## src/sv/plcp_dly.sv

```systemverilog
// Fixed-length delay line with a shared stall enable, used to align operands.
// Depends on nothing; payload only, so it has no reset.
module plcp_dly #(
	parameter int W     = 64,
	parameter int DEPTH = 1
) (
	input  logic         clk,
	input  logic         en,
	input  logic [W-1:0] d,
	output logic [W-1:0] q
);

	logic [W-1:0] tap_s [DEPTH];

	// Shift one place per advancing cycle.
	always_ff @(posedge clk) begin
		if (en) begin
			tap_s[0] <= d;
			for (int i = 1; i < DEPTH; i++) begin
				tap_s[i] <= tap_s[i-1];
			end
		end
	end

	assign q = tap_s[DEPTH-1];

endmodule

```

## config.mk

```make
export PLATFORM = sky130hd
export DESIGN_NAME = plcp_dly
export DESIGN_NICKNAME = d
export VERILOG_FILES = /design/src/sv/plcp_dly.sv
export SDC_FILE = /design/constraint.sdc
export NUM_CORES = 1
export LEC_CHECK = 0
export BUFFER_PORTS_ARGS = -buffer_cell sky130_fd_sc_hd__buf_4
export CAP_MARGIN = 15
export CORE_MARGIN = 2
export CORE_UTILIZATION = 43
export DETAILED_ROUTE_END_ITERATION = 10
export PLACE_DENSITY_LB_ADDON = 0.1
export SYNTH_ARGS = -nofsm -noshare
export SYNTH_HDL_FRONTEND = slang
export SYNTH_SLANG_ARGS = --single-unit
```

## constraint.sdc

```tcl
create_clock -name clk -period 0.83 [get_ports clk]
set_input_delay 0.2075 -clock clk [delete_from_list [all_inputs] [get_ports clk]]
set_output_delay 0.2075 -clock clk [all_outputs]
set_load 0.01 [all_outputs]
```

# Word-level counts from Yosys, hierarchy flattened
# Memory sizes are Yosys's and may differ from the RTL's.
# Index checks and enable logic that the tools add are counted.
word_totals:
  register_bits: 0
  ram_bits: 64
  inputBits: 66
  out_inout_bits: 64
  word_cells: 3
  mem_count: 1
op_classes:
  muxes: 2
memory_table:
  columns: ["memory", "words", "word_bits", "rd", "rd_clocked_by_memory_dff", "write_ports", "line_no", "text"]
  rows:
  - ["tap_s", 1, 64, 1, 0, 1, "13", "logic [W-1:0] tap_s [DEPTH];"]
op_table:
  columns: ["cell", "count"]
  rows:
  - ["2-to-1 mux 1 bit", 2]

# Longest topological paths before layout
depth:
  word_depth: 2
  depth_mapped: 0
  mapped_depth_nobuf: 0

# Least setup slack after synthesis
# No wires, ideal clock.
synth_timing:
  path_kind: "register -> output"
  start: "memory tap_s[0][0]"
  end: "output port q[0]"
  arrival_time_ns: 0.394
  t_required_ns: 0.622
  setup_slack_ns: 0.229
  path_stages_with_launch: 1
  path_buffers: 0
  cell_sequence: "edfxtp_1"
synth_via:
  elab_chain_len: 1
synth_lines:
  columns: ["item", "line_no", "text"]
  rows:
  - ["start, declared", "13", null]
  - ["memory (1 x 64 bit)", null, null]
  - ["end, declared", "10", "output logic [W-1:0] q"]
# Every way passes these cells.

# Worst setup path in the final report
layout_timing:
  start: "memory tap_s[0][44]"
  end: "output port q[44]"
# The elaborated chain is that of the path after synthesis.

==> impl_metrics.csv <==
group,metric,value,unit
run_status,status,"complete, but fails checks",
run_status,violations,"negative setup slack",
routing,dr.pass1.iters,4,
yosys,synth_top_area_cell,"edfxtp_1",
routing,met1Wirelength,1650,um
clock_tree,clk_root_buffer_cell,"clkbuf_8",
global_routing,grt_antenna_before_repair,0,
yosys,synth_ff_type,"edfxtp_1",
power_and_ir_drop,cellPowerDensity,2080,nW/um^2
worst_setup_path,worst-path-max-fanout,1,
timing,min_period,1.11,ns
global_routing,grtUsageTotal,0.181,
cells_and_area,drive_gt1_frac,0.688,
timing,worst_slew_pin_slew,0.138,ns
place,place_hpwl,3310,um
clock_tree,cts_tree,"done",
routing,drt_drc_violations_left,0,
routing,route.met3.wl,451,um
place,dp_slack,-0.0281,ns
worst_hold_path,min-delay-start,"d[23]",
worst_setup_path,path_cells,"buf_6",
routing,drt_iter0_drc,93,
yosys,ys_top_cells_by_area,"edfxtp_1 100%",
routing,vias,1193,
place,placed_cell_area,3030,um^2
yosys,synth_most_common_cell,"edfxtp_1",
clock_tree,holdBufCountCts,0,
timing,finalCritPeriodShare,1.34,
die,coreArea,4320,um^2
die,initial_core_util,0.444,
worst_setup_path,critPathSlowestCell,"edfxtp_1",
worst_setup_path,cpPeakStageDelay,0.43,ns
worst_setup_path,cp_data_arrival_time,0.90,ns
yosys,syn_avg_cell_area,30.0,um^2
yosys,ys_ff_latch,64,
worst_setup_path,worstSetupPathType,"flop to output pin",
yosys,yosysUniqueCellTypes,1,
worst_setup_path,cp-start-kind,"flop",
worst_hold_path,holdPathStages,1,
cells_and_area,regMostFlops,"tap_s",
place,dp_cells,251,
cells_and_area,largestRegisters,"tap_s (64)",
worst_setup_path,endpoint_kind,"output pin",
timing,setup_viol_count_final,64,
yosys,synth_top_area_frac,1.00,
yosys,synth_common_cells,"64 x edfxtp_1",
clock_tree,cts_buffer_depth,2,
cells_and_area,regArea,1920,um^2
worst_hold_path,worstHoldPathType,"input port to flop",
timing,timing.fmax,900,MHz
clock_tree,cts_sinks,64,
die,die_w,70.9,um
global_routing,grt_first_pass_wirelength,6480,um
cells_and_area,diodes,0,
timing,maxSlewHeadroom,0.908,
worst_setup_path,crit_buf_inv,1,
global_routing,grt_pass1_vias,1271,
global_routing,overflow,0,
cells_and_area,multi_input_gates,0,
timing,setup_slack,-0.281,ns
yosys,yosys_warnings,0,
flow_run,cap_violations,0,
die,ios,130,
die,die-area,5020,um^2
yosys,syn_area,1920,um^2
cells_and_area,nets,276,
timing,slew_viol_final,0,
global_routing,grt_max_degree,24,
worst_setup_path,crit_family,"flip-flops",
clock_tree,post_cts.repair.setup_buffers,0,
worst_setup_path,worstPathRequired,0.62,ns
yosys,syn_nets,130,
clock_tree,clk_pin_slew,0.07,ns
place,io_buffers,129,
routing,ant_nets,0,
timing,hold_viol,0,
die,die_h,70.9,um
routing,routedWlPerCell,16.3,um
clock_tree,htree_levels,3,
cells_and_area,largest_reg_flops,64,
place,gp_congestion,0.790,
die,core.rowCount,24,
cells_and_area,layout.cells.non_filler,267,
power_and_ir_drop,ir_worst_vdd,0.00141,V
routing,drt-total-wl,4340,um
yosys,ys_seq_area_frac,1.00,
cells_and_area,syn2layout_area_growth,76.0,%
routing,viasPerCell,4.47,
cells_and_area,multi_input_area,0,um^2
yosys,synthCells,64,
cells_and_area,num-fill-cells,277,
power_and_ir_drop,total_leakage_power,0.00144,uW
yosys,ys_async_sr_fraction,0,
yosys,synth_edf_count,64,
timing,grt_setup_unrepaired,"true",
routing,top_layer_used,"met4",
worst_setup_path,cp.depth,1,
worst_hold_path,min_delay_worst_endpoint,"tap_s[0][23]",
routing,dr_wl_met2,2170,um
cells_and_area,fin_area,3380,um^2
clock_tree,cts_made_buffers,9,
## logic make-up after synthesis
| kind of cell | share of synthesized area |
|---|---|
| flip-flops | 1.00 |
## power by group
part           switching [uW]  leakage, uW  internal, uW  total [uW]
clock network            1060    0.0000843          1050        2110
logic                     338     0.000725           626         963
registers                 110     0.000626          3850        3960
## cell type report
cell class	instances	share of cell area
Clock inverter	5	0.00703
Timing Repair Buffer	135	0.367
Tap cell	52	0.0192
Sequential cell	64	0.568
Clock buffer	11	0.0388
## through the flow
stage,hold slack [ns],util,total power (uW),setup TNS (ns)
finish,0.0555,0.782,7040,-13.93
global route,0.0350,0.782,7320,-16.29
floorplan,0.306,-,4120,0
CTS,0.0382,0.770,7060,-15.08
detailed placement,0.387,0.700,4840,-1.02
global placement,0.386,0.700,4810,-0.486
## routing by layer
layer / GRT usage / vias up
li1: - / 555
met1: 0.225 / 551
met2: 0.276 / 79
met3: 0.0755 / 8
met4: 0.0881 / 0
met5: 0 / -
## layout by cell type (no fill, tap or decap), drive strengths merged
cell type / n
buf: 135
clkbuf: 11
clkinv: 5
edfxtp: 64
## repair_timing
action,CTS,global route
endpoints found under the hold margin,0,0
endpoints found under the setup margin,64,64
gates resized for setup,40,14
## worst max path at each step
| stage | start | slack [ns] | to |
|---|---|---|---|
| 3_5_place_dp | en | -0.03 | tap_s[0][43] |
| 2_1_floorplan | tap_s[0][0] | 0.23 | q[0] |
| 5_1_grt | tap_s[0][44] | -0.32 | q[44] |
| 3_3_place_gp | en | -0.01 | tap_s[0][43] |
| 4_1_cts | tap_s[0][44] | -0.30 | q[44] |
| 6_report | tap_s[0][44] | -0.28 | q[44] |
Note: power is estimated with default switching activity, not from simulation.
