[src/sv/plcp_pkg.sv]
// Shared types and constants for the lens-corrected point pipeline.
// No dependencies; every other file but plcp_dly refers to it by scoped names.
package plcp_pkg;

	// Internal datapath word: signed, 64 bits, as the fixed-point formats need.
	localparam int DW = 64;
	typedef logic signed [DW-1:0] word_t;

	// Saturation limits of the datapath word.
	localparam logic [DW-1:0] MAX64 = {1'b0, {(DW-1){1'b1}}};
	localparam logic [DW-1:0] MIN64 = {1'b1, {(DW-1){1'b0}}};

	// Configuration register indexes.
	localparam int CFG_IDX_W = 3;
	typedef enum logic [CFG_IDX_W-1:0] {
		CFG_RADIAL_K1   = 3'd0,
		CFG_RADIAL_K2   = 3'd1,
		CFG_RADIAL_K3   = 3'd2,
		CFG_DECENTER_P1 = 3'd3,
		CFG_DECENTER_P2 = 3'd4,
		CFG_PRINCIPAL_X = 3'd5,
		CFG_PRINCIPAL_Y = 3'd6,
		CFG_PIXEL_PITCH = 3'd7
	} cfg_idx_t;

	// Register file contents as seen by the datapath.
	typedef struct packed {
		logic signed [31:0] radial_k1;
		logic signed [31:0] radial_k2;
		logic signed [31:0] radial_k3;
		logic signed [31:0] decenter_p1;
		logic signed [31:0] decenter_p2;
		logic signed [31:0] principal_x;
		logic signed [31:0] principal_y;
		logic        [31:0] pixel_pitch;
	} cfg_t;

endpackage

[src/sv/plcp_cfg.sv]
// Configuration register file for the distortion coefficients and camera geometry.
// Depends on plcp_pkg for the register indexes and the register struct.
module plcp_cfg (
	input  logic                               clk,
	input  logic                               arst_n,
	input  logic                               cfg_valid,
	output logic                               cfg_ready,
	input  logic [plcp_pkg::CFG_IDX_W-1:0]     cfg_index,
	input  logic [31:0]                        cfg_data,
	output plcp_pkg::cfg_t                     regs
);

	plcp_pkg::cfg_t regs_q;

	// Writes are always taken.
	assign cfg_ready = 1'b1;

	// Decode the index and update one register per transfer.
	always_ff @(posedge clk or negedge arst_n) begin
		if (!arst_n) begin
			regs_q <= '0;
		end else if (cfg_valid) begin
			unique case (plcp_pkg::cfg_idx_t'(cfg_index))
				plcp_pkg::CFG_RADIAL_K1:   regs_q.radial_k1   <= cfg_data;
				plcp_pkg::CFG_RADIAL_K2:   regs_q.radial_k2   <= cfg_data;
				plcp_pkg::CFG_RADIAL_K3:   regs_q.radial_k3   <= cfg_data;
				plcp_pkg::CFG_DECENTER_P1: regs_q.decenter_p1 <= cfg_data;
				plcp_pkg::CFG_DECENTER_P2: regs_q.decenter_p2 <= cfg_data;
				plcp_pkg::CFG_PRINCIPAL_X: regs_q.principal_x <= cfg_data;
				plcp_pkg::CFG_PRINCIPAL_Y: regs_q.principal_y <= cfg_data;
				plcp_pkg::CFG_PIXEL_PITCH: regs_q.pixel_pitch <= cfg_data;
			endcase
		end
	end

	assign regs = regs_q;

endmodule

[config.mk]
export PLATFORM = sky130hd
export DESIGN_NAME = plcp_cfg
export DESIGN_NICKNAME = d
export VERILOG_FILES = /design/src/sv/plcp_pkg.sv /design/src/sv/plcp_cfg.sv
export SDC_FILE = /design/constraint.sdc
export NUM_CORES = 1
export LEC_CHECK = 0
export ABC_AREA = 0
export BUFFER_PORTS_ARGS = -buffer_cell sky130_fd_sc_hd__clkbuf_2
export CORE_ASPECT_RATIO = 1.5
export CORE_MARGIN = 8
export CORE_UTILIZATION = 55
export DETAILED_ROUTE_END_ITERATION = 10
export PLACE_DENSITY = 0.86
export RECOVER_POWER = 25
export SLEW_MARGIN = 30
export SYNTH_ARGS = -nofsm -noshare
export SYNTH_HDL_FRONTEND = slang
export SYNTH_SLANG_ARGS = --single-unit
[constraint.sdc]
create_clock -name clk -period 1.7 [get_ports clk]
set_input_delay 0.085 -clock clk [delete_from_list [all_inputs] [get_ports clk]]
set_output_delay 0.085 -clock clk [all_outputs]
set_load 0.01 [all_outputs]
# ---- After elaboration in Yosys (flattened, before gate mapping)
# Cells that the tools add are included.
dict set report op_classes {
  reduce_logical 9
  eq_ne 7
}
# op n
set ops {}
lappend ops {{$reduce_and A2 Y1} 8}
lappend ops {{$eq A3 B3 Y1 const B} 4}
lappend ops {{$eq A3 B2 Y1 const B} 2}
lappend ops {{$eq A3 B1 Y1 const B} 1}
lappend ops {{$logic_not A3 Y1} 1}
dict set report word_totals {
  word_cells 24
  reg_bits 256
  inputBits 38
  out_inout_bits 257
}

# ---- Logic depth before layout (Yosys ltp)
# Gate-level depths: netlist of run 1.
dict set report depth {
  ltp_word 2
  mapped_depth 5
  ltp_nobuf 2
}

# ---- Worst setup path after synthesis of run 1
# OpenSTA, ideal clock, no wires.
dict set report synth_path {
  kind {input to register}
  startpoint {in cfg_index[1] in the netlist's numbering}
  endpoint {reg regs_q (netlist bit regs[229])}
  n_path_buf 2
  setup_time_ns 0.125
  arrival_ns 1.148
  slack_ns 0.427
  stages 4
  cell_sequence {buf_2 -> nor4b_4 -> buf_6 -> mux2_2}
}
dict set report synth_between {
  elab_chain_cells 2
}
# element line_no
set synth_rtl {}
lappend synth_rtl {{start, declared} plcp_cfg.sv:8} ;# input logic [plcp_pkg::CFG_IDX_W-1:0] cfg_index,
lappend synth_rtl {{$logic_not A3 Y1} plcp_cfg.sv:23} ;# unique case (plcp_pkg::cfg_idx_t'(cfg_index))
lappend synth_rtl {{$reduce_and A2 Y1 (no source line)} -}
lappend synth_rtl {{end, declared} plcp_cfg.sv:13} ;# plcp_pkg::cfg_t regs_q;
# No other way between the ends.
# A chain may end at the register's enable or synchronous reset.

# ---- Final worst setup path of run 1
dict set report layout_path {
  startpoint {in cfg_index[2] in the netlist's numbering}
  endpoint {reg regs_q (netlist bit regs[1])}
}
dict set report layout_between {
  elab_chain_cells 2
}
# element line_no
set layout_rtl {}
lappend layout_rtl {{$eq A3 B3 Y1} plcp_cfg.sv:23}
lappend layout_rtl {{$reduce_and A2 Y1 (no source line)} -}
# No other way between the ends.

==> impl_metrics.json, run 1 <==
{
  "netlist.top_cell.by_area": "sky130_fd_sc_hd__dfrtp_1",
  "final_routed_wire_length_divided_by_cell_count_um": 23.1,
  "cp-start-kind": "primary input",
  "grt_pass1_vias": 6719,
  "rsz0062_at_grt": "false",
  "clock_transition_time_at_the_flip_flop_clock_pins_of_the_worst_setup_and_hold_paths_ns": 0.07,
  "place_hpwl_mm": 18.0,
  "clock-skew-final_ns": 0,
  "initial_antenna_violation_count": 0,
  "worst-slew-pin-transition_ns": 1.11,
  "critical_path_peak_fanout": 32,
  "antenna_cells_inserted": 0,
  "die_w_um": 124,
  "finalCoreUtilization_pct": 72.4,
  "clk_path_buf_depth": 3,
  "globalRouteOverflowTotal": 0,
  "count_of_cell_instances_traversed_by_the_critical_path": 4,
  "maxCapViolations": 0,
  "synth-seq-area-share_pct": 66.5,
  "holdPathStages": 2,
  "rows": 59,
  "area_growth_syn_to_layout_pct": 29.9,
  "setup_viol": 0,
  "finalMaxSlewViolations": 0,
  "post-synth-top-count-cell": "sky130_fd_sc_hd__dfrtp_1",
  "drive_gt1_share_pct": 65.1,
  "dr.pass1.iters": 4,
  "synth.top_cells.by_area": "sky130_fd_sc_hd__dfrtp_1 (67%), sky130_fd_sc_hd__mux2_2 (28%), sky130_fd_sc_hd__buf_6 (1.6%), sky130_fd_sc_hd__mux2_1 (1.5%), sky130_fd_sc_hd__buf_2 (0.88%)",
  "place_congestion": 0.785,
  "min_path_type": "in -> reg",
  "postRouteWirelength_mm": 26.0,
  "synth_top_area_share_pct": 66.5,
  "leakagePower_uw": 0.00608,
  "yosys_most_used_dff": "sky130_fd_sc_hd__dfrtp_1",
  "crit_path_start": "cfg_index[2]",
  "final_antenna_net_count": 0,
  "maximum_number_of_pins_on_one_net_before_global_route_repair": 68,
  "die_y_um": 178,
  "clk-insertion-delay-late_ns": 0.50,
  "flip_flop_count_of_the_largest_register_all_copies_and_words_added": 256,
  "r2r_start": "regs[139]",
  "postSynthCellCount": 553,
  "run_status": "finished clean",
  "cp.arrival_ns": 1.79,
  "synth_fp_nets": 591,
  "critical_path.top_delay_family": "buffers and inverters",
  "worst_setup_path_endpoint": "regs[1]",
  "grt_pass1_wl_mm": 39.2,
  "cts_num_sinks": 256,
  "synth.cell_area_sq_um": 9630,
  "synth-warning-count": 0,
  "initial_core_util_pct": 55.8,
  "critical_path.slowest_cell": "sky130_fd_sc_hd__clkbuf_2",
  "totalNegativeSetupSlack_ns": 0,
  "avgViaCountPerCell": 5.45,
  "power-per-cell-area_nw_per_um2": 1420,
  "timing.critical_path.buf_inv": 2,
  "finalHoldViolCount": 0,
  "core_area_sq_um": 17300,
  "fin_crit_ns": 1.40,
  "rr_worst_depth": 1,
  "r2r_setup_slack_ns": 0.85,
  "final_net_count": 933,
  "cts_repair_resized_insts": 0,
  "postSynthRegisterBits": 256,
  "f_max_mhz": 713,
  "worst_path_largest_cell_delay_ns": 0.65,
  "floorplan.die_area_sq_um": 22100,
  "buffer_ports.inserted": 293,
  "drcViolationCount": 0,
  "cts-htree-levels": 1,
  "crit_type": "in -> reg",
  "top_level_ports": 295,
  "post_synth_num_cell_types": 12,
  "edff_count_synth": 0,
  "cts_buffers": 23,
  "finalCritPeriodShare_pct": 82.5,
  "max_slew_margin_pct": 26.0,
  "timing.critical_path.to_type": "flop",
  "track_usage_pct": 23.2,
  "critPathRequiredTime_ns": 2.08,
  "detail_route.iter0.violations": 287,
  "cts_tree": "done",
  "cts.root.buffer_cell": "sky130_fd_sc_hd__clkbuf_16",
  "dr_total_vias": 6132,
  "synth_area_per_cell_sq_um": 17.4,
  "destination_of_the_worst_register_to_register_timing_path": "regs[139]",
  "async_reset_ff_share_pct": 100,
  "vdd.ir_drop.worst_mv": 1.05,
  "critical_path.cell_chain": "clkbuf_1 > nand4_1 > clkbuf_2 > mux2_2",
  "netlist_top_cells_count": "sky130_fd_sc_hd__dfrtp_1 (256), sky130_fd_sc_hd__mux2_2 (243), sky130_fd_sc_hd__buf_2 (17)"
}
placed cells by master, fill, tap and decap left out, types with 5 or more instances in the layout:
cell                            Yosys  layout
sky130_fd_sc_hd__dlygate4sd3_1      0      32
sky130_fd_sc_hd__dfrtp_1          256     256
sky130_fd_sc_hd__clkbuf_1           0      10
sky130_fd_sc_hd__buf_4              1      11
sky130_fd_sc_hd__mux2_1            13      14
sky130_fd_sc_hd__clkbuf_8           0       5
sky130_fd_sc_hd__buf_12             0       6
sky130_fd_sc_hd__clkbuf_16          0      23
sky130_fd_sc_hd__mux2_2           243     242
sky130_fd_sc_hd__clkbuf_2           0     295
how the worst min path moves through the flow:
| stage | from | endpoint | slack, ns |
|---|---|---|---|
| 6_report | cfg_data[31] | regs[95] | 0.02 |
| 5_1_grt | cfg_data[31] | regs[159] | 0.007 |
| 4_1_cts | cfg_data[31] | regs[63] | 0.002 |
| 3_5_place_dp | arst_n | regs[83] | 0.08 |
| 3_3_place_gp | arst_n | regs[147] | 0.08 |
| 2_1_floorplan | arst_n | regs[0] | -0.21 |
where the power goes:
group          switching, uW  total, uW  internal [uW]
clock                   2170       5500           3330
sequential               754       8190           7440
combinational           2110       4080           1970
total                   5030      17800          12700
per-layer routing:
layer / track usage [%] / wire length (um) / up-vias
met3: 5.20 / 1870 / 65
met1: 25.8 / 9190 / 3165
met4: 11.3 / 1190 / 0
li1: - / - / 2662
met5: 0 / 0 / -
met2: 40.7 / 13700 / 240
cell families (layout without fill, tap and decap cells):
group / after synthesis / count (layout) / share of synthesized area [%]
flip-flops: 256 / 256 / 66.5
AND/OR/NAND/NOR: 8 / 8 / 0.922
other: 1 / 1 / 0.0389
buffers and inverters: 32 / 391 / 2.60
multiplexers: 256 / 256 / 29.9
what timing repair did:
item / in CTS / in global routing
hold endpoints to repair: 404 / 0
hold buffers: 32 / 0
setup buffers: 0 / 0
final cells by class:
cell class | instances | area, sq um
Timing Repair Buffer | 349 | 2020
Clock inverter | 8 | 148
Tap cell | 213 | 267
Multi-Input combinational cell | 265 | 3010
Sequential cell | 256 | 6410
Clock buffer | 34 | 667
Fill cell | 1070 | 4760
per-stage QoR:
step                      worst slack [ns]  total power [uW]  hold slack, ns  instance area, sq um  cells
after floorplan                      0.427             10100          -0.211                  9630    553
after CTS                            0.529             18000         0.00160                 12600   1125
after detailed placement             0.242             12300          0.0789                 11400   1051
after global placement               0.272             12100          0.0754                 11400   1051
final                                0.297             17800          0.0181                 12500   1125
after global routing                 0.267             18500         0.00739                 12500   1125
No activity file was read; power rests on OpenSTA's default activity.
==> run 2: changes to the inputs <==
--- a/config.mk
+++ b/config.mk
@@ -9,9 +9,9 @@
 export BUFFER_PORTS_ARGS = -buffer_cell sky130_fd_sc_hd__clkbuf_2
 export CORE_ASPECT_RATIO = 1.5
 export CORE_MARGIN = 8
-export CORE_UTILIZATION = 55
+export CORE_UTILIZATION = 46
 export DETAILED_ROUTE_END_ITERATION = 10
-export PLACE_DENSITY = 0.86
+export PLACE_DENSITY = 0.77
 export RECOVER_POWER = 25
 export SLEW_MARGIN = 30
 export SYNTH_ARGS = -nofsm -noshare
==> constraint.sdc (replaced) <==
create_clock -name clk -period 1.2 [get_ports clk]
set_input_delay 0.06 -clock clk [delete_from_list [all_inputs] [get_ports clk]]
set_output_delay 0.06 -clock clk [all_outputs]
set_load 0.01 [all_outputs]
==> run 2 against run 1 <==
  * Largest power group unchanged
  * Critical path type is now reg -> out
  * Sequential power is 42% higher
  * Clock-buffer cell count shrank 3
  * Total power grew 43%
  * Sequential share of layout area fell by 0.93 points
  * Worst setup slack got worse by 0.21 ns
  * Die area up 17%
  * Routed wire length shrank 1.3%
  * Non-clock buffer count increased by 1
  * Critical path depth decreased by 3
  * Largest cell class unchanged
  * Clock skew unchanged
==> impl_metrics.json, run 2 (synthesis gave the netlist of run 1 again) <==
{
  "clk_path_buf_depth": 3,
  "critical_path.cell_chain": "clkbuf_2",
  "track_usage_pct": 19.9,
  "top_usage_layer": "met2",
  "power_report.internal_total_uw": 18300,
  "initial_core_util_pct": 46.3,
  "critical_path.top_delay_family": "flip-flops",
  "grt_pass1_wl_mm": 40.4,
  "antenna_cells_inserted": 0,
  "die_w_um": 134,
  "fin_cells": 1183,
  "vdd.ir_drop.worst_mv": 1.42,
  "area_growth_syn_to_layout_pct": 32.3,
  "run_status": "finished clean",
  "dpl_worst_slack_ns": -0.228,
  "die_y_um": 193,
  "cts-hold-fix-buffers": 33,
  "critPathRequiredTime_ns": 1.14,
  "postRouteWirelength_mm": 25.6,
  "crit_type": "reg -> out",
  "cts.root.buffer_cell": "sky130_fd_sc_hd__clkbuf_16",
  "setup_viol": 0,
  "avgViaCountPerCell": 5.09,
  "cp-start-kind": "flop",
  "worst-slew-pin-transition_ns": 0.735,
  "finalCritPeriodShare_pct": 92.9,
  "flip_flop_count_of_the_largest_register_all_copies_and_words_added": 256,
  "maxCapViolations": 0,
  "seq_power_share_pct": 45.4,
  "place_congestion": 0.754,
  "f_max_mhz": 897,
  "drcViolationCount": 0,
  "grt_use_met1_pct": 21.8,
  "clock_transition_time_at_the_flip_flop_clock_pins_of_the_worst_setup_and_hold_paths_ns": 0.07,
  "critical_path.slowest_cell": "sky130_fd_sc_hd__dfrtp_1",
  "top_level_ports": 295,
  "worst_path_largest_cell_delay_ns": 0.40,
  "use_met3_pct": 4.51,
  "fin_crit_ns": 1.11,
  "power_switching_uw": 7150,
  "switch_share_pct": 28.1,
  "share_clk_of_total_power_pct": 31.7,
  "mostFrequentLayoutCell": "sky130_fd_sc_hd__clkbuf_2",
  "grt.met2_usage_pct": 35.5,
  "rows": 65,
  "totalNegativeSetupSlack_ns": 0,
  "grt_pass1_vias": 6729,
  "initial_antenna_violation_count": 0,
  "cts_buffers": 24,
  "power_uw": 25500,
  "cts_tree": "done",
  "rsz0062_at_grt": "false",
  "place_hpwl_mm": 18.0,
  "core_area_sq_um": 20800,
  "postCtsSetupRepairBufs": 0,
  "final_net_count": 935,
  "cts_repair_resized_insts": 0,
  "detail_route.iter0.violations": 166,
  "dr_total_vias": 6019,
  "final_antenna_net_count": 0,
  "finalHoldViolCount": 0,
  "dr.pass1.iters": 4,
  "timing.critical_path.to_type": "output port",
  "min_path_type": "in -> async",
  "final_routed_wire_length_divided_by_cell_count_um": 21.7,
  "critical_path_peak_fanout": 2,
  "worst_slack_ns": 0.0854,
  "finalMaxSlewViolations": 0,
  "clk-insertion-delay-late_ns": 0.50,
  "comb_power_share_pct": 22.9,
  "cp.arrival_ns": 1.05,
  "maximum_number_of_pins_on_one_net_before_global_route_repair": 52,
  "max_slew_margin_pct": 51.0,
  "cts_num_sinks": 256,
  "drive_gt1_share_pct": 66.2,
  "globalRouteOverflowTotal": 0,
  "layout.cells.most_common_list": "sky130_fd_sc_hd__clkbuf_2 (300), sky130_fd_sc_hd__dfrtp_1 (256), sky130_fd_sc_hd__mux2_2 (232)",
  "cts-htree-levels": 1,
  "holdWs_ns": 0.176,
  "floorplan.die_area_sq_um": 25900,
  "power-per-cell-area_nw_per_um2": 2000,
  "clock-skew-final_ns": 0,
  "buffer_ports.inserted": 293,
  "leakagePower_uw": 0.00618,
  "timing.critical_path.buf_inv": 1,
  "dp_cells": 1106
}
-- run 2: changes by cell type in the layout (fill, tap and decap cells not counted), moves of 2 or more --
cell | previous run | this run
sky130_fd_sc_hd__buf_12 | 6 | 11
sky130_fd_sc_hd__buf_4 | 11 | 3
sky130_fd_sc_hd__clkbuf_1 | 10 | 3
sky130_fd_sc_hd__clkbuf_16 | 23 | 25
sky130_fd_sc_hd__clkbuf_2 | 295 | 300
sky130_fd_sc_hd__clkinv_2 | 2 | 7
sky130_fd_sc_hd__mux2_1 | 14 | 12
sky130_fd_sc_hd__mux2_2 | 242 | 232
sky130_fd_sc_hd__mux2_4 | 0 | 12
-- run 2: worst paths after layout --
| check | startpoint | to | slack (ns) | cells after the start |
|---|---|---|---|---|
| setup / recovery | regs[255] | regs[255] | 0.09 | 1 |
| hold / removal | arst_n | regs[122] | 0.18 | 2 |
| setup reg to reg | regs[113] | regs[113] | 0.40 | 1 |
| hold reg to reg | regs[213] | regs[213] | 0.49 | 1 |
| max in group asynchronous | arst_n | regs[70] | 0.17 | 3 |
| min in group clk | cfg_index[1] | regs[115] | 0.27 | 4 |
-- run 2: per-stage QoR --
stage | instance area (sq um) | util (%)
3_3_place_gp | 11600 | 55.8
6_report | 12700 | 61.2
4_1_cts | 12800 | 61.5
2_1_floorplan | 9700 | -
5_1_grt | 12700 | 61.2
3_5_place_dp | 11600 | 55.8
-- run 2: layout make-up --
cell class,instances,area [sq um]
clock buffer,31,688
clock inverter,13,173
fill,1619,8070
multi-input combinational,265,3050
sequential,256,6410
tap,268,335
timing repair buffer,350,2090
-- run 2: power by group through the flow --
| stage | clock network (uW) | registers, uW | logic (uW) |
|---|---|---|---|
| 6_report | 8080 | 11600 | 5830 |
| 5_1_grt | 8600 | 11800 | 6230 |
| 4_1_cts | 8310 | 11600 | 5970 |
| 3_5_place_dp | 0 | 11700 | 5870 |
| 3_3_place_gp | 0 | 11600 | 5730 |
| 2_1_floorplan | 0 | 12500 | 1850 |
-- run 2: layer usage --
layer	vias to the layer above	part of all wire [%]	wire [um]
met4	0	4.5	1150
met2	206	53	13500
met3	59	6.2	1580
met5	-	0	0
li1	2649	-	-
met1	3105	37	9380
==> run 3: changes to the inputs <==
--- a/config.mk
+++ b/config.mk
@@ -7,9 +7,11 @@
 export LEC_CHECK = 0
 export ABC_AREA = 0
 export BUFFER_PORTS_ARGS = -buffer_cell sky130_fd_sc_hd__clkbuf_2
+export CELL_PAD_IN_SITES_DETAIL_PLACEMENT = 0
+export CELL_PAD_IN_SITES_GLOBAL_PLACEMENT = 1
 export CORE_ASPECT_RATIO = 1.5
 export CORE_MARGIN = 8
-export CORE_UTILIZATION = 46
+export CORE_UTILIZATION = 38
 export DETAILED_ROUTE_END_ITERATION = 10
 export PLACE_DENSITY = 0.77
 export RECOVER_POWER = 25
==> run 3 against run 2 <==
  * Final area rose by 1.1%
  * Combinational power about the same
  * Die area up 19%
  * Clock power up 4.8%
  * Maximum frequency about the same
  * Sequential cell count did not move
==> impl_metrics.json, run 3 (synthesis gave the netlist of run 1 again) <==
{
  "r2r_start": "regs[195]",
  "critical_path_peak_fanout": 2,
  "layout.cells.most_common_list": "sky130_fd_sc_hd__clkbuf_2 (294), sky130_fd_sc_hd__dfrtp_1 (256), sky130_fd_sc_hd__mux2_2 (232)",
  "cts_buffers": 25,
  "clock-skew-final_ns": 0,
  "maxCapViolations": 0,
  "min_path_type": "in -> async",
  "detail_route.iter0.violations": 165,
  "critical_path.cell_chain": "clkbuf_2",
  "mostFrequentLayoutCell": "sky130_fd_sc_hd__clkbuf_2",
  "crit_type": "reg -> out",
  "flip_flop_count_of_the_largest_register_all_copies_and_words_added": 256,
  "multi_input_area_sq_um": 3050,
  "final_net_count": 941,
  "timing.critical_path.buf_inv": 1,
  "leakagePower_uw": 0.00621,
  "cts-htree-levels": 1,
  "finalHoldViolCount": 0,
  "initial_antenna_violation_count": 0,
  "critical_path.top_delay_family": "flip-flops",
  "critical_path.slowest_cell": "sky130_fd_sc_hd__dfrtp_1",
  "regArea_sq_um": 6410,
  "globalRouteOverflowTotal": 0,
  "antenna_cells_inserted": 0,
  "place_hpwl_mm": 19.7,
  "cp.arrival_ns": 1.05,
  "postRouteWirelength_mm": 27.4,
  "rows": 71,
  "grt_pass1_vias": 6688,
  "place_congestion": 0.742,
  "finalCritPeriodShare_pct": 92.9,
  "top_level_ports": 295,
  "run_status": "finished clean",
  "num-fill-cells": 2143,
  "clk-insertion-delay-late_ns": 0.51,
  "area_growth_syn_to_layout_pct": 33.9,
  "destination_of_the_worst_register_to_register_timing_path": "regs[195]",
  "cts_repair_resized_insts": 0,
  "worst_slack_ns": 0.0855,
  "vdd.ir_drop.worst_mv": 1.15,
  "setup_viol": 0,
  "avgViaCountPerCell": 4.84,
  "cts.root.buffer_cell": "sky130_fd_sc_hd__clkbuf_16",
  "core_area_sq_um": 25000,
  "cts-hold-fix-buffers": 33,
  "buffer_ports.inserted": 293,
  "worst-slew-pin-transition_ns": 0.691,
  "clk_path_buf_depth": 3,
  "drcViolationCount": 0,
  "final_routed_wire_length_divided_by_cell_count_um": 21.9,
  "dr_total_vias": 6045,
  "cp-start-kind": "flop",
  "r2r_setup_slack_ns": 0.41,
  "dpl_worst_slack_ns": -0.304,
  "max_slew_margin_pct": 53.9,
  "finalMaxSlewViolations": 0,
  "timing.critical_path.to_type": "output port",
  "grt_pass1_wl_mm": 42.2,
  "cts_num_sinks": 256,
  "fin_crit_ns": 1.11,
  "clock_transition_time_at_the_flip_flop_clock_pins_of_the_worst_setup_and_hold_paths_ns": 0.06,
  "f_max_mhz": 897,
  "power-per-cell-area_nw_per_um2": 2010,
  "dr.pass1.iters": 3,
  "initial_core_util_pct": 38.6,
  "die_w_um": 146,
  "track_usage_pct": 17.5,
  "rsz0062_at_grt": "false",
  "critPathRequiredTime_ns": 1.14,
  "floorplan.die_area_sq_um": 30800,
  "maximum_number_of_pins_on_one_net_before_global_route_repair": 38,
  "worst_path_largest_cell_delay_ns": 0.40,
  "rr_worst_depth": 1,
  "final_antenna_net_count": 0,
  "cts_tree": "done",
  "drive_gt1_share_pct": 66.1,
  "holdWs_ns": 0.00549,
  "die_y_um": 211,
  "postCtsSetupRepairBufs": 0
}
==> run 3: cell count changes in the layout (fill, tap and decap cells not counted), sizes merged <==
cell      previous run  this run
clkinv               9         6
buf                 14        23
clkinvlp             0         2
clkbuf             334       331
bufinv               4         5
==> run 3: how the worst max path moves through the flow <==
| stage | startpoint | end | slack, ns | cells past startpoint |
|---|---|---|---|---|
| final | regs[93] | regs[93] | 0.09 | 1 |
| after global routing | regs[97] | regs[97] | 0.03 | 1 |
| after CTS | regs[146] | regs[146] | 0.05 | 1 |
| after detailed placement | cfg_index[2] | regs[102] | -0.30 | 4 |
| after global placement | cfg_index[2] | regs[103] | -0.29 | 4 |
| after floorplan | cfg_index[1] | regs[229] | -0.03 | 4 |
==> run 3: routing by layer <==
metal	wire length, um	GRT usage (%)	part of all wire, %	up-vias
met5	0	0	0	-
met4	964	7.09	3.5	0
met3	1720	4.76	6.3	51
met2	14600	31.9	53	204
met1	10100	19.0	37	3133
li1	-	-	-	2657
==> run 3: area by class of cell <==
type / instances / area share (%)
clock inverter: 13 / 1.54
clock buffer: 32 / 5.44
sequential: 256 / 49.7
multi-input combinational: 265 / 23.7
tap: 328 / 3.18
timing repair buffer: 355 / 16.5
==> run 3: through the flow <==
stage | utilization (%) | instance area, sq um | total power (uW) | setup TNS [ns] | std cells
6_report | 51.6 | 12900 | 25900 | 0 | 1249
5_1_grt | 51.6 | 12900 | 27100 | 0 | 1249
4_1_cts | 52.0 | 13000 | 26300 | 0 | 1249
3_5_place_dp | 47.1 | 11700 | 17600 | -39.44 | 1171
3_3_place_gp | 47.1 | 11700 | 17500 | -30.70 | 1171
2_1_floorplan | - | 9700 | 14400 | -0.736 | 553
==> run 3: where the power goes <==
part | internal [uW] | switching, uW | total, uW
combinational | 2860 | 2980 | 5840
clock | 5210 | 3270 | 8470
sequential | 10500 | 1030 | 11600
